File: src/sv/waypoint_shortest_path_unit_macros.svh
// ----------------------------------------------------------------------------
// Waypoint shortest path unit assertion macros
// Clocked, reset-gated property shorthands used at the top level.
// ----------------------------------------------------------------------------
`ifndef WAYPOINT_SHORTEST_PATH_UNIT_MACROS_SVH
`define WAYPOINT_SHORTEST_PATH_UNIT_MACROS_SVH

// Same-cycle implication
`define WSP_ASSERT_IMP(label, ante, cons, msg) \
    label: assert property (@(posedge clk) disable iff (!rst_n) (ante) |-> (cons)) \
        else $error(msg);

// Next-cycle implication
`define WSP_ASSERT_NXT(label, ante, cons, msg) \
    label: assert property (@(posedge clk) disable iff (!rst_n) (ante) |=> (cons)) \
        else $error(msg);

`endif

File: src/sv/wsp_pkg.sv
// ----------------------------------------------------------------------------
// Waypoint shortest path package
// Payload types, codes and the controller/datapath interface.
// ----------------------------------------------------------------------------
package wsp_pkg;

    localparam int unsigned MAX_NODES    = 512;
    localparam int unsigned MAX_EDGES    = 16;
    localparam int unsigned NODE_W       = 9;
    localparam int unsigned LEN_W        = 10;
    localparam int unsigned FILL_W       = 5;
    localparam int unsigned SLOT_W       = 13;
    localparam int unsigned COST_W       = 32;
    localparam int unsigned VISIT_W      = 16;
    localparam int unsigned VIS50_W      = 22;
    localparam int unsigned VISIT_WEIGHT = 50;

    // request functions
    localparam logic [2:0] FUNC_WRITE_NODE = 3'd0;
    localparam logic [2:0] FUNC_APPEND     = 3'd1;
    localparam logic [2:0] FUNC_BUMP       = 3'd2;
    localparam logic [2:0] FUNC_FIND       = 3'd3;
    localparam logic [2:0] FUNC_READ_PATH  = 3'd4;

    // key codes
    localparam logic [1:0] KEY_NONE   = 2'd0;
    localparam logic [1:0] KEY_BLUE   = 2'd1;
    localparam logic [1:0] KEY_RED    = 2'd2;
    localparam logic [1:0] KEY_YELLOW = 2'd3;

    typedef struct packed {
        logic [2:0]         func;
        logic [NODE_W-1:0]  node_index;
        logic [NODE_W-1:0]  neighbor_index;
        logic [10:0]        edge_length;
        logic               door_flag;
        logic [1:0]         key_needed;
        logic [VISIT_W-1:0] visit_init;
        logic [2:0]         held_keys;
        logic [NODE_W-1:0]  start_node;
        logic [NODE_W-1:0]  goal_node;
        logic [NODE_W-1:0]  path_index;
    } req_t;

    typedef struct packed {
        logic              found;
        logic [LEN_W-1:0]  path_length;
        logic [NODE_W-1:0] path_node;
        logic              entry_valid;
    } rsp_t;

    typedef enum logic [4:0] {
        ST_IDLE, ST_DECODE, ST_APPEND, ST_BUMP, ST_PATH_LOAD, ST_CLEAR, ST_SEED,
        ST_POP_RD, ST_POP, ST_ULOAD, ST_EDGE_RD, ST_EDGE_TAKE, ST_EDGE_MUL,
        ST_EDGE_ADD, ST_EDGE_UPD, ST_GOAL_RD, ST_GOAL_CHK, ST_CNT, ST_CNT_LOAD,
        ST_PW_INIT, ST_PW, ST_PW_LOAD, ST_RESP
    } state_t;

    typedef enum logic [4:0] {
        OP_NONE, OP_CAPTURE, OP_NODE_WR, OP_APPEND, OP_BUMP, OP_PATH_LOAD,
        OP_SAME_WR, OP_CLR_INIT, OP_CLR, OP_SEED, OP_POP, OP_ULOAD, OP_EDGE_SKIP,
        OP_EDGE_TAKE, OP_EDGE_MUL, OP_EDGE_ADD, OP_EDGE_UPD, OP_WALK_INIT, OP_CNT,
        OP_CNT_LOAD, OP_PW_INIT, OP_PW, OP_PW_LOAD, OP_EMIT
    } dp_op_t;

    typedef struct packed {
        dp_op_t op;
    } ctl_cmd_t;

    typedef struct packed {
        logic [2:0] func;
        logic       query_ok;
        logic       same_node;
        logic       clr_last;
        logic       q_empty;
        logic       is_goal;
        logic       edges_done;
        logic       v_out;
        logic       goal_valid;
        logic       walk_stop;
        logic       pw_last;
        logic       out_free;
    } dp_status_t;

endpackage

File: src/sv/wsp_controller.sv
// ----------------------------------------------------------------------------
// Waypoint shortest path controller
// Sequences each request through datapath micro-operations.
// ----------------------------------------------------------------------------
module wsp_controller (
    input  logic                clk,
    input  logic                rst_n,
    input  logic                req_valid,
    output logic                req_stall,
    input  wsp_pkg::dp_status_t status,
    output wsp_pkg::ctl_cmd_t   cmd
);
    import wsp_pkg::*;

    state_t state_reg;
    state_t state_next;

    // state register
    always_ff @(posedge clk or negedge rst_n)
    begin
        if (!rst_n)
        begin
            state_reg <= ST_IDLE;
        end
        else
        begin
            state_reg <= state_next;
        end
    end

    // next state
    always_comb
    begin
        state_next = state_reg;
        unique case (state_reg)
            ST_IDLE:
            begin
                if (req_valid)
                    state_next = ST_DECODE;
            end
            ST_DECODE:
            begin
                case (status.func)
                    FUNC_APPEND:    state_next = ST_APPEND;
                    FUNC_BUMP:      state_next = ST_BUMP;
                    FUNC_READ_PATH: state_next = ST_PATH_LOAD;
                    FUNC_FIND:
                    begin
                        if (status.query_ok && !status.same_node)
                            state_next = ST_CLEAR;
                        else
                            state_next = ST_RESP;
                    end
                    default:        state_next = ST_RESP;
                endcase
            end
            ST_APPEND, ST_BUMP, ST_PATH_LOAD: state_next = ST_RESP;
            ST_CLEAR:
            begin
                if (status.clr_last)
                    state_next = ST_SEED;
            end
            ST_SEED:      state_next = ST_POP_RD;
            ST_POP_RD:    state_next = status.q_empty ? ST_GOAL_RD : ST_POP;
            ST_POP:       state_next = status.is_goal ? ST_GOAL_RD : ST_ULOAD;
            ST_ULOAD:     state_next = ST_EDGE_RD;
            ST_EDGE_RD:   state_next = status.edges_done ? ST_POP_RD : ST_EDGE_TAKE;
            ST_EDGE_TAKE: state_next = status.v_out ? ST_EDGE_RD : ST_EDGE_MUL;
            ST_EDGE_MUL:  state_next = ST_EDGE_ADD;
            ST_EDGE_ADD:  state_next = ST_EDGE_UPD;
            ST_EDGE_UPD:  state_next = ST_EDGE_RD;
            ST_GOAL_RD:   state_next = ST_GOAL_CHK;
            ST_GOAL_CHK:  state_next = status.goal_valid ? ST_CNT : ST_RESP;
            ST_CNT:       state_next = status.walk_stop ? ST_PW_INIT : ST_CNT_LOAD;
            ST_CNT_LOAD:  state_next = ST_CNT;
            ST_PW_INIT:   state_next = ST_PW;
            ST_PW:        state_next = status.pw_last ? ST_RESP : ST_PW_LOAD;
            ST_PW_LOAD:   state_next = ST_PW;
            ST_RESP:
            begin
                if (status.out_free)
                    state_next = ST_IDLE;
            end
            default:      state_next = ST_IDLE;
        endcase
    end

    // command outputs
    always_comb
    begin
        cmd.op = OP_NONE;
        unique case (state_reg)
            ST_IDLE:      cmd.op = req_valid ? OP_CAPTURE : OP_NONE;
            ST_DECODE:
            begin
                if (status.func == FUNC_WRITE_NODE)
                    cmd.op = OP_NODE_WR;
                else if (status.func == FUNC_FIND && status.query_ok)
                    cmd.op = status.same_node ? OP_SAME_WR : OP_CLR_INIT;
            end
            ST_APPEND:    cmd.op = OP_APPEND;
            ST_BUMP:      cmd.op = OP_BUMP;
            ST_PATH_LOAD: cmd.op = OP_PATH_LOAD;
            ST_CLEAR:     cmd.op = OP_CLR;
            ST_SEED:      cmd.op = OP_SEED;
            ST_POP:       cmd.op = OP_POP;
            ST_ULOAD:     cmd.op = OP_ULOAD;
            ST_EDGE_TAKE: cmd.op = status.v_out ? OP_EDGE_SKIP : OP_EDGE_TAKE;
            ST_EDGE_MUL:  cmd.op = OP_EDGE_MUL;
            ST_EDGE_ADD:  cmd.op = OP_EDGE_ADD;
            ST_EDGE_UPD:  cmd.op = OP_EDGE_UPD;
            ST_GOAL_CHK:  cmd.op = status.goal_valid ? OP_WALK_INIT : OP_NONE;
            ST_CNT:       cmd.op = OP_CNT;
            ST_CNT_LOAD:  cmd.op = OP_CNT_LOAD;
            ST_PW_INIT:   cmd.op = OP_PW_INIT;
            ST_PW:        cmd.op = OP_PW;
            ST_PW_LOAD:   cmd.op = OP_PW_LOAD;
            ST_RESP:      cmd.op = status.out_free ? OP_EMIT : OP_NONE;
            default:      cmd.op = OP_NONE;
        endcase
    end

    assign req_stall = (state_reg != ST_IDLE);

endmodule

File: config.mk
export PLATFORM = sky130hd
export DESIGN_NAME = wsp_controller
export DESIGN_NICKNAME = d
export VERILOG_FILES = /design/src/sv/waypoint_shortest_path_unit_macros.svh /design/src/sv/wsp_pkg.sv /design/src/sv/wsp_controller.sv
export SDC_FILE = /design/constraint.sdc
export NUM_CORES = 1
export LEC_CHECK = 0
export BUFFER_PORTS_ARGS = -buffer_cell sky130_fd_sc_hd__buf_2
export CORE_UTILIZATION = 50
export DETAILED_ROUTE_END_ITERATION = 12
export HOLD_SLACK_MARGIN = 0.1
export PLACE_DENSITY_LB_ADDON = 0.08
export REMOVE_ABC_BUFFERS = 1
export SYNTH_ARGS = -nofsm -noshare
export SYNTH_HDL_FRONTEND = slang
export SYNTH_SLANG_ARGS = --single-unit
File: constraint.sdc
create_clock -name clk -period 2.4 [get_ports clk]
set_clock_uncertainty 0.15 [all_clocks]
set_input_delay 0.48 -clock clk [delete_from_list [all_inputs] [get_ports clk]]
set_output_delay 0.48 -clock clk [all_outputs]
set_load 0.01 [all_outputs]
=== Word-level counts from Yosys, hierarchy flattened ===
Index checks and enable logic that the tools add are counted.

* Logic and storage cells: 61
* Register bits: 5
* Output and inout bits: 6

* Reductions and logical operators: 10
* Multiplexer cells: 21
* Equal/unequal tests: 29

{| class="wikitable"
|+ Operators by type and width
! operator !! number
|-
| 5-bit one-hot mux with 20 select lines || 1
|-
| 5-bit one-hot mux with 19 select lines || 1
|-
| 5-bit by 4-bit equality test with 1-bit output, second input constant || 8
|-
| 5-bit equality test, second input constant || 7
|-
| 5-bit two-way mux || 6
|-
| 5-bit by 3-bit equality test with 1-bit output, second input constant || 4
|-
| 5-bit one-hot mux with 4 select lines || 1
|-
| 3-bit two-way mux || 6
|-
| 5-bit by 2-bit equality test with 1-bit output, second input constant || 2
|-
| 3-bit by 2-bit equality test with 1-bit output, second input constant || 2
|-
| 2-bit inequality test, second input constant || 3
|-
| 5-bit by 1-bit equality test with 1-bit output, second input constant || 1
|-
| 5-bit zero test || 1
|-
| 5-bit nonzero test || 1
|-
| 1-bit two-way mux || 4
|-
| 4-bit two-way mux || 1
|-
| 2-bit OR reduction || 2
|-
| 3-bit by 1-bit equality test with 1-bit output, second input constant || 1
|-
| 3-bit equality test, second input constant || 1
|-
| 3-bit zero test || 1
|-
| 3-bit AND reduction || 1
|-
| 3-bit OR reduction || 1
|-
| 1-bit logical AND || 2
|-
| 2-bit two-way mux || 1
|-
| 1-bit zero test || 1
|}

=== Longest topological paths before layout ===
Gate-level depths: netlist (run 1).

* Depth in word-level cells: 5
* Mapped depth: 6

=== Worst setup path after synthesis (run 1) ===
Ideal clock, no wire load.

* Path type: flip-flop to output port
* From: register state_reg[2]
* To: output cmd[0] (netlist bit)
* Path buffers: 1
* Stages on the path, launching flop included: 6
* Path slack: 451 ps
* Arrival: 1319 ps
* Data required time: 1770 ps
* Path through: dfrtp_1 buf_6 nor2_1 nand4_1 or3_1 o2111ai_1

{| class="wikitable"
|+ RTL lines
! what !! RTL line !! text
|-
| from (decl) || wsp_controller.sv:15 || <nowiki>state_t state_reg;</nowiki>
|-
| from (signal assigned) || wsp_controller.sv:27 || <nowiki>state_reg <= state_next;</nowiki>
|-
| to (decl) || wsp_controller.sv:11 || <nowiki>output wsp_pkg::ctl_cmd_t cmd</nowiki>
|}

==> results.cfg, run 1 <==
[sta]
setup_tns_ns = 0
setup_ws_ns = 0.0883
setup_viol = 0
final_max_slew_viol_count = 0
finalHoldViolCount = 0
period_needed_ns = 2.31
worst_slew_pin_slew_ns = 0.378
post-route-period-util_pct = 96.3
fmax_mhz = 433
hold_slack_ns = 0.417
slew_headroom_pct = 74.4
rsz0062_at_grt = no

[worst_setup_path]
critPathRequiredTime_ns = 1.77
crit_type = reg -> out
worstPathMaxFanout = 7
arrival_ns = 1.68
startpoint_type = flop
endpoint_kind = output port

[synthesis]
synth_top_area_share_pct = 14.6
synth_mux_area_share_pct = 0
ys_seq_area_share_pct = 14.6
synth-adder-area-share_pct = 0
synthCells = 123
postSynth.asyncResetShare_pct = 100
synth.avg_cell_area_um2 = 6.98
synth-edff-count = 0
synth_area_leader_cell = dfrtp_1
synthFlopType = dfrtp_1
ys_ff_latch = 5
ys.warnings.count = 0
synth_compound_area_share_pct = 35.0
synth_xor_area_share_pct = 1.02
ys_types = 45
synth-simple-area-share_pct = 40.1
yosysMostFrequentCell = nand2b_1
synth_area_leaders = dfrtp_1 15%, nand2b_1 8.0%, buf_2 4.1%
synth_common_cells = 11 x nand2b_1, 8 x nand2_1, 7 x buf_2, 7 x nand3_1
syn_area_um2 = 858
synth_top_family_by_area = simple AND/OR/NAND/NOR gates

[grt]
antenna_found_initial = 0
overflow = 0
grt_pass1_vias = 942
grt_max_degree = 21
grt_usage_pct = 31.9
grt_pass1_wl_um = 4470

[floorplan]
die_w_um = 43.4
rows = 14
start_util_pct = 55.1
dieArea_um2 = 1890
die_height_um = 43.4
core_um2 = 1560
io_pins = 23

[routing]
vias_per_cell = 6.62
antenna_left = 0
finalWirelength_um = 2820
routedWlPerCell_um = 16.8
drt_iter0_markers = 96
drt-pass1-iter-count = 8
drcViolationCount = 2
vias = 1112

[placed_design]
io_buffers = 22
hpwl_um = 2040
dp_slack_ns = 0.149
routabilityCongestion = 0.931

[finish]
final_util_pct = 68.5
syn2layout_area_growth_pct = 24.5
drive_above_1_share_pct = 30.9
largest_reg_flops = 5
antenna_cells = 0
nNetsFinal = 170

[worst_hold_path]
hold_path_class = in -> reg

[clocking]
cts_tree = built
clock_latency_ns = 0.25
root_buffer = clkbuf_4
htreeDepth = 1
clockBufferDepth = 2
cts.sink_count = 5
numCtsBuffers = 3
clk_pin_slew_worst_paths_ns = 0.05

[pwr]
pwr-share-seq_pct = 14.4
irDropWorstVdd_mv = 0.650
clockPowerShare_pct = 7.9
combPwrFrac_pct = 77.6
powerDensity_nw_per_um2 = 1210
p_sw_share_pct = 51.9
internal_power_uw = 623
power_mw = 1.30
p_leak_nw = 0.447
switchingPower_uw = 673

[job]
drv_cap = 0

[outcome]
violations = DRC
status = finished, violations left
-- layout make-up --
| cell class | count | area, um^2 |
|---|---|---|
| clock buffer | 3 | 22.5 |
| clock inverter | 1 | 5.00 |
| fill | 137 | 490 |
| inverter | 4 | 15.0 |
| multi-input combinational | 104 | 669 |
| sequential | 5 | 126 |
| tap | 16 | 20.0 |
| timing repair buffer | 35 | 210 |
-- metal layers --
metal / share of wire [%] / vias up / global-route usage, % / routed length (um)
met5: 0 / - / 0 / 0
met4: 2.4 / 0 / 15.0 / 67
met3: 11 / 10 / 6.25 / 306
met2: 46 / 87 / 49.1 / 1290
met1: 41 / 486 / 43.0 / 1160
li1: - / 529 / - / -
-- critical path, cell delays in order, from the launching register on --
cell and delay, ns:
dfrtp_1 0.46, nand2b_1 0.30, a211oi_1 0.30, o21bai_1 0.12, o211ai_1 0.09, buf_2 0.15
-- power by group through the flow --
stage	clock [mW]	sequential [mW]	combinational, mW
after floorplan	0	0.250	0.516
after global placement	0	0.182	0.916
after detailed placement	0	0.181	0.931
after CTS	0.103	0.181	0.938
after global routing	0.108	0.189	1.08
final	0.103	0.187	1.01
-- logic make-up after synthesis --
family	after synthesis
compound gates	43
xor+xnor	1
buf+inv	14
flops	5
simple gates	60
-- stage by stage --
| stage | instances | area, um^2 |
|---|---|---|
| after CTS | 166 | 1040 |
| after global routing | 168 | 1070 |
| after detailed placement | 161 | 998 |
| after global placement | 161 | 998 |
| after floorplan | 113 | 793 |
| final | 168 | 1070 |
-- layout by cell type (no fill, tap or decap), types with 2 or more instances in the layout --
| cell type | Yosys | final |
|---|---|---|
| o21ai_0 | 6 | 6 |
| buf_4 | 1 | 12 |
| nand4_1 | 2 | 2 |
| or4_1 | 2 | 2 |
| a211oi_1 | 2 | 2 |
| a21oi_1 | 6 | 6 |
| a31oi_1 | 4 | 4 |
| a21o_1 | 4 | 4 |
| nand2_1 | 8 | 8 |
| clkbuf_4 | 0 | 3 |
| o221ai_1 | 2 | 2 |
| inv_1 | 3 | 3 |
| nor2_1 | 6 | 5 |
| dfrtp_1 | 5 | 4 |
| o22ai_1 | 3 | 3 |
| or3_1 | 2 | 2 |
| nand3_1 | 7 | 7 |
| o211ai_1 | 2 | 2 |
| nand4b_1 | 2 | 2 |
| nor2b_1 | 5 | 5 |
| nor4_1 | 4 | 4 |
| nor3_1 | 5 | 5 |
| buf_2 | 7 | 22 |
| nand2b_1 | 11 | 10 |
-- worst paths after layout --
kind	startpoint	to	slack, ns	cells after the start
min reg2reg	state_reg[0]	state_reg[3]	0.50	2
min in group asynchronous	rst_n	state_reg[0]	0.48	2
max in group asynchronous	rst_n	state_reg[4]	1.48	2
max reg2reg	state_reg[3]	state_reg[1]	0.47	5
min	status[5]	state_reg[3]	0.42	4
max	state_reg[1]	cmd[1]	0.09	5
-- what timing repair did --
item                                    4_1_cts  5_1_grt
gates resized for setup                       0        6
hold endpoints to repair                      5        0
hold buffers                                  1        0
buffers inserted                              0        2
endpoints found under the setup margin        0        4
Note: power is estimated with default switching activity, not from simulation.
==> run 2, diff against run 1 <==
--- a/config.mk
+++ b/config.mk
@@ -6,7 +6,8 @@
 export NUM_CORES = 1
 export LEC_CHECK = 0
 export BUFFER_PORTS_ARGS = -buffer_cell sky130_fd_sc_hd__buf_2
-export CORE_UTILIZATION = 50
+export CORE_UTILIZATION = 45
+export CTS_CLUSTER_DIAMETER = 120
 export DETAILED_ROUTE_END_ITERATION = 12
 export HOLD_SLACK_MARGIN = 0.1
 export PLACE_DENSITY_LB_ADDON = 0.08
==> results.cfg, run 2 (synthesis results as in run 1) <==
[outcome]
status = completed

[floorplan]
die_w_um = 45.7
start_util_pct = 48.7
io_pins = 23
die_height_um = 45.7
core_um2 = 1760
rows = 15
dieArea_um2 = 2090

[finish]
syn2layout_area_growth_pct = 22.4
most-common-layout-cells = 22 x buf_2, 10 x nand2b_1, 9 x buf_4
final_cells = 174
layout_commonest_cell = buf_2
largest_reg_flops = 5
fill_cells = 195
final_util_pct = 59.6
drive_above_1_share_pct = 28.9
fin_area_um2 = 1050
antenna_cells = 0
nNetsFinal = 167

[clocking]
numCtsBuffers = 3
clock_latency_ns = 0.25
root_buffer = clkbuf_4
clk_pin_slew_worst_paths_ns = 0.05
htreeDepth = 1
cts.sink_count = 5
cts_tree = built
clockBufferDepth = 2

[pwr]
powerDensity_nw_per_um2 = 1170
irDropWorstVdd_mv = 0.636
p_leak_nw = 0.434

[grt]
grt_max_degree = 21
antenna_found_initial = 0
overflow = 0
grt_usage_pct = 28.5
grt_pass1_wl_um = 4350
grt_pass1_vias = 959

[routing]
vias_per_cell = 6.29
drcViolationCount = 0
antenna_left = 0
routedWlPerCell_um = 15.4
finalWirelength_um = 2670
drt-pass1-iter-count = 4
drt_iter0_markers = 50
vias = 1094

[worst_setup_path]
rr_startpoint = state_reg[0]
endpoint_kind = output port
critPathRequiredTime_ns = 1.77
arrival_ns = 1.68
reg2reg_depth = 5
startpoint_type = flop
rr_endpoint = state_reg[1]
crit_type = reg -> out
cp_slowest_cell = or3_1
reg2reg_slack_ns = 0.51
cp_slowest_stage_delay_ns = 0.42
worstPathMaxFanout = 6
startpoint = state_reg[1]
crit_path_cell_trace = inv_1, nand4_1, or3_1, o2111ai_1, buf_2

[sta]
setup_viol = 0
finalHoldViolCount = 0
post-route-period-util_pct = 96.2
hold_slack_ns = 0.436
fmax_mhz = 433
final_max_slew_viol_count = 0
rsz0062_at_grt = no
worst_slew_pin_slew_ns = 0.396
slew_headroom_pct = 73.6
period_needed_ns = 2.31
setup_tns_ns = 0

[placed_design]
hpwl_um = 2020
routabilityCongestion = 0.942
io_buffers = 22
place_area_um2 = 1000
dpl.cell_count = 169

[worst_hold_path]
hold_path_class = in -> async

[job]
drv_cap = 0
run 2: cell types whose count changed in the layout (fill, tap and decap cells not counted), sizes merged:
cell	previous run	this run
buf	34	31
run 2: per-stage QoR:
step / worst slack [ns] / power (mW)
final: 0.0915 / 1.23
after global routing: 0.00624 / 1.34
after CTS: 0.0104 / 1.21
after detailed placement: 0.181 / 1.10
after global placement: 0.186 / 1.10
after floorplan: 0.355 / 0.765
run 2: how the worst max path moves through the flow:
stage | endpoint | slack [ns] | cells after the start
detailed placement | cmd[1] | 0.18 | 6
global placement | cmd[1] | 0.19 | 6
global route | cmd[4] | 0.006 | 6
finish | cmd[0] | 0.09 | 5
floorplan | cmd[0] | 0.36 | 4
CTS | cmd[2] | 0.01 | 6
run 2: cell type report:
cell class,count,area (um^2),share of cell area [%]
multi-input combinational,104,663,63.1
clock buffer,3,22.5,2.14
tap,25,31.3,2.98
inverter,4,15.0,1.43
timing repair buffer,32,188,17.9
sequential,5,126,12.0
clock inverter,1,5.00,0.476
run 2: worst max-delay path: cells and delay by family (launching register included):
family | cells | cell delay [ns]
compound gates | 1 | 0.11
buf+inv | 2 | 0.35
flops | 1 | 0.41
simple gates | 2 | 0.56
run 2: what timing repair did:
| item | in CTS | in global routing |
|---|---|---|
| hold endpoints to repair | 5 | 0 |
| hold buffers | 1 | 0 |
| setup endpoints to repair | 0 | 4 |
| gates resized for setup | 0 | 4 |
| buffers inserted | 0 | 0 |
run 2: routing by layer:
layer	wire length (um)	part of all wire, %	track usage [%]
met5	0	0	0
met4	44	1.6	10.3
met2	1300	49	45.1
met1	1150	43	38.0
met3	174	6.5	5.16
run 2: power breakdown:
| part | switching [mW] | total [mW] | internal [mW] |
|---|---|---|---|
| Clock | 0.0382 | 0.0987 | 0.0605 |
| Sequential | 0.0675 | 0.189 | 0.122 |
| Combinational | 0.533 | 0.940 | 0.407 |
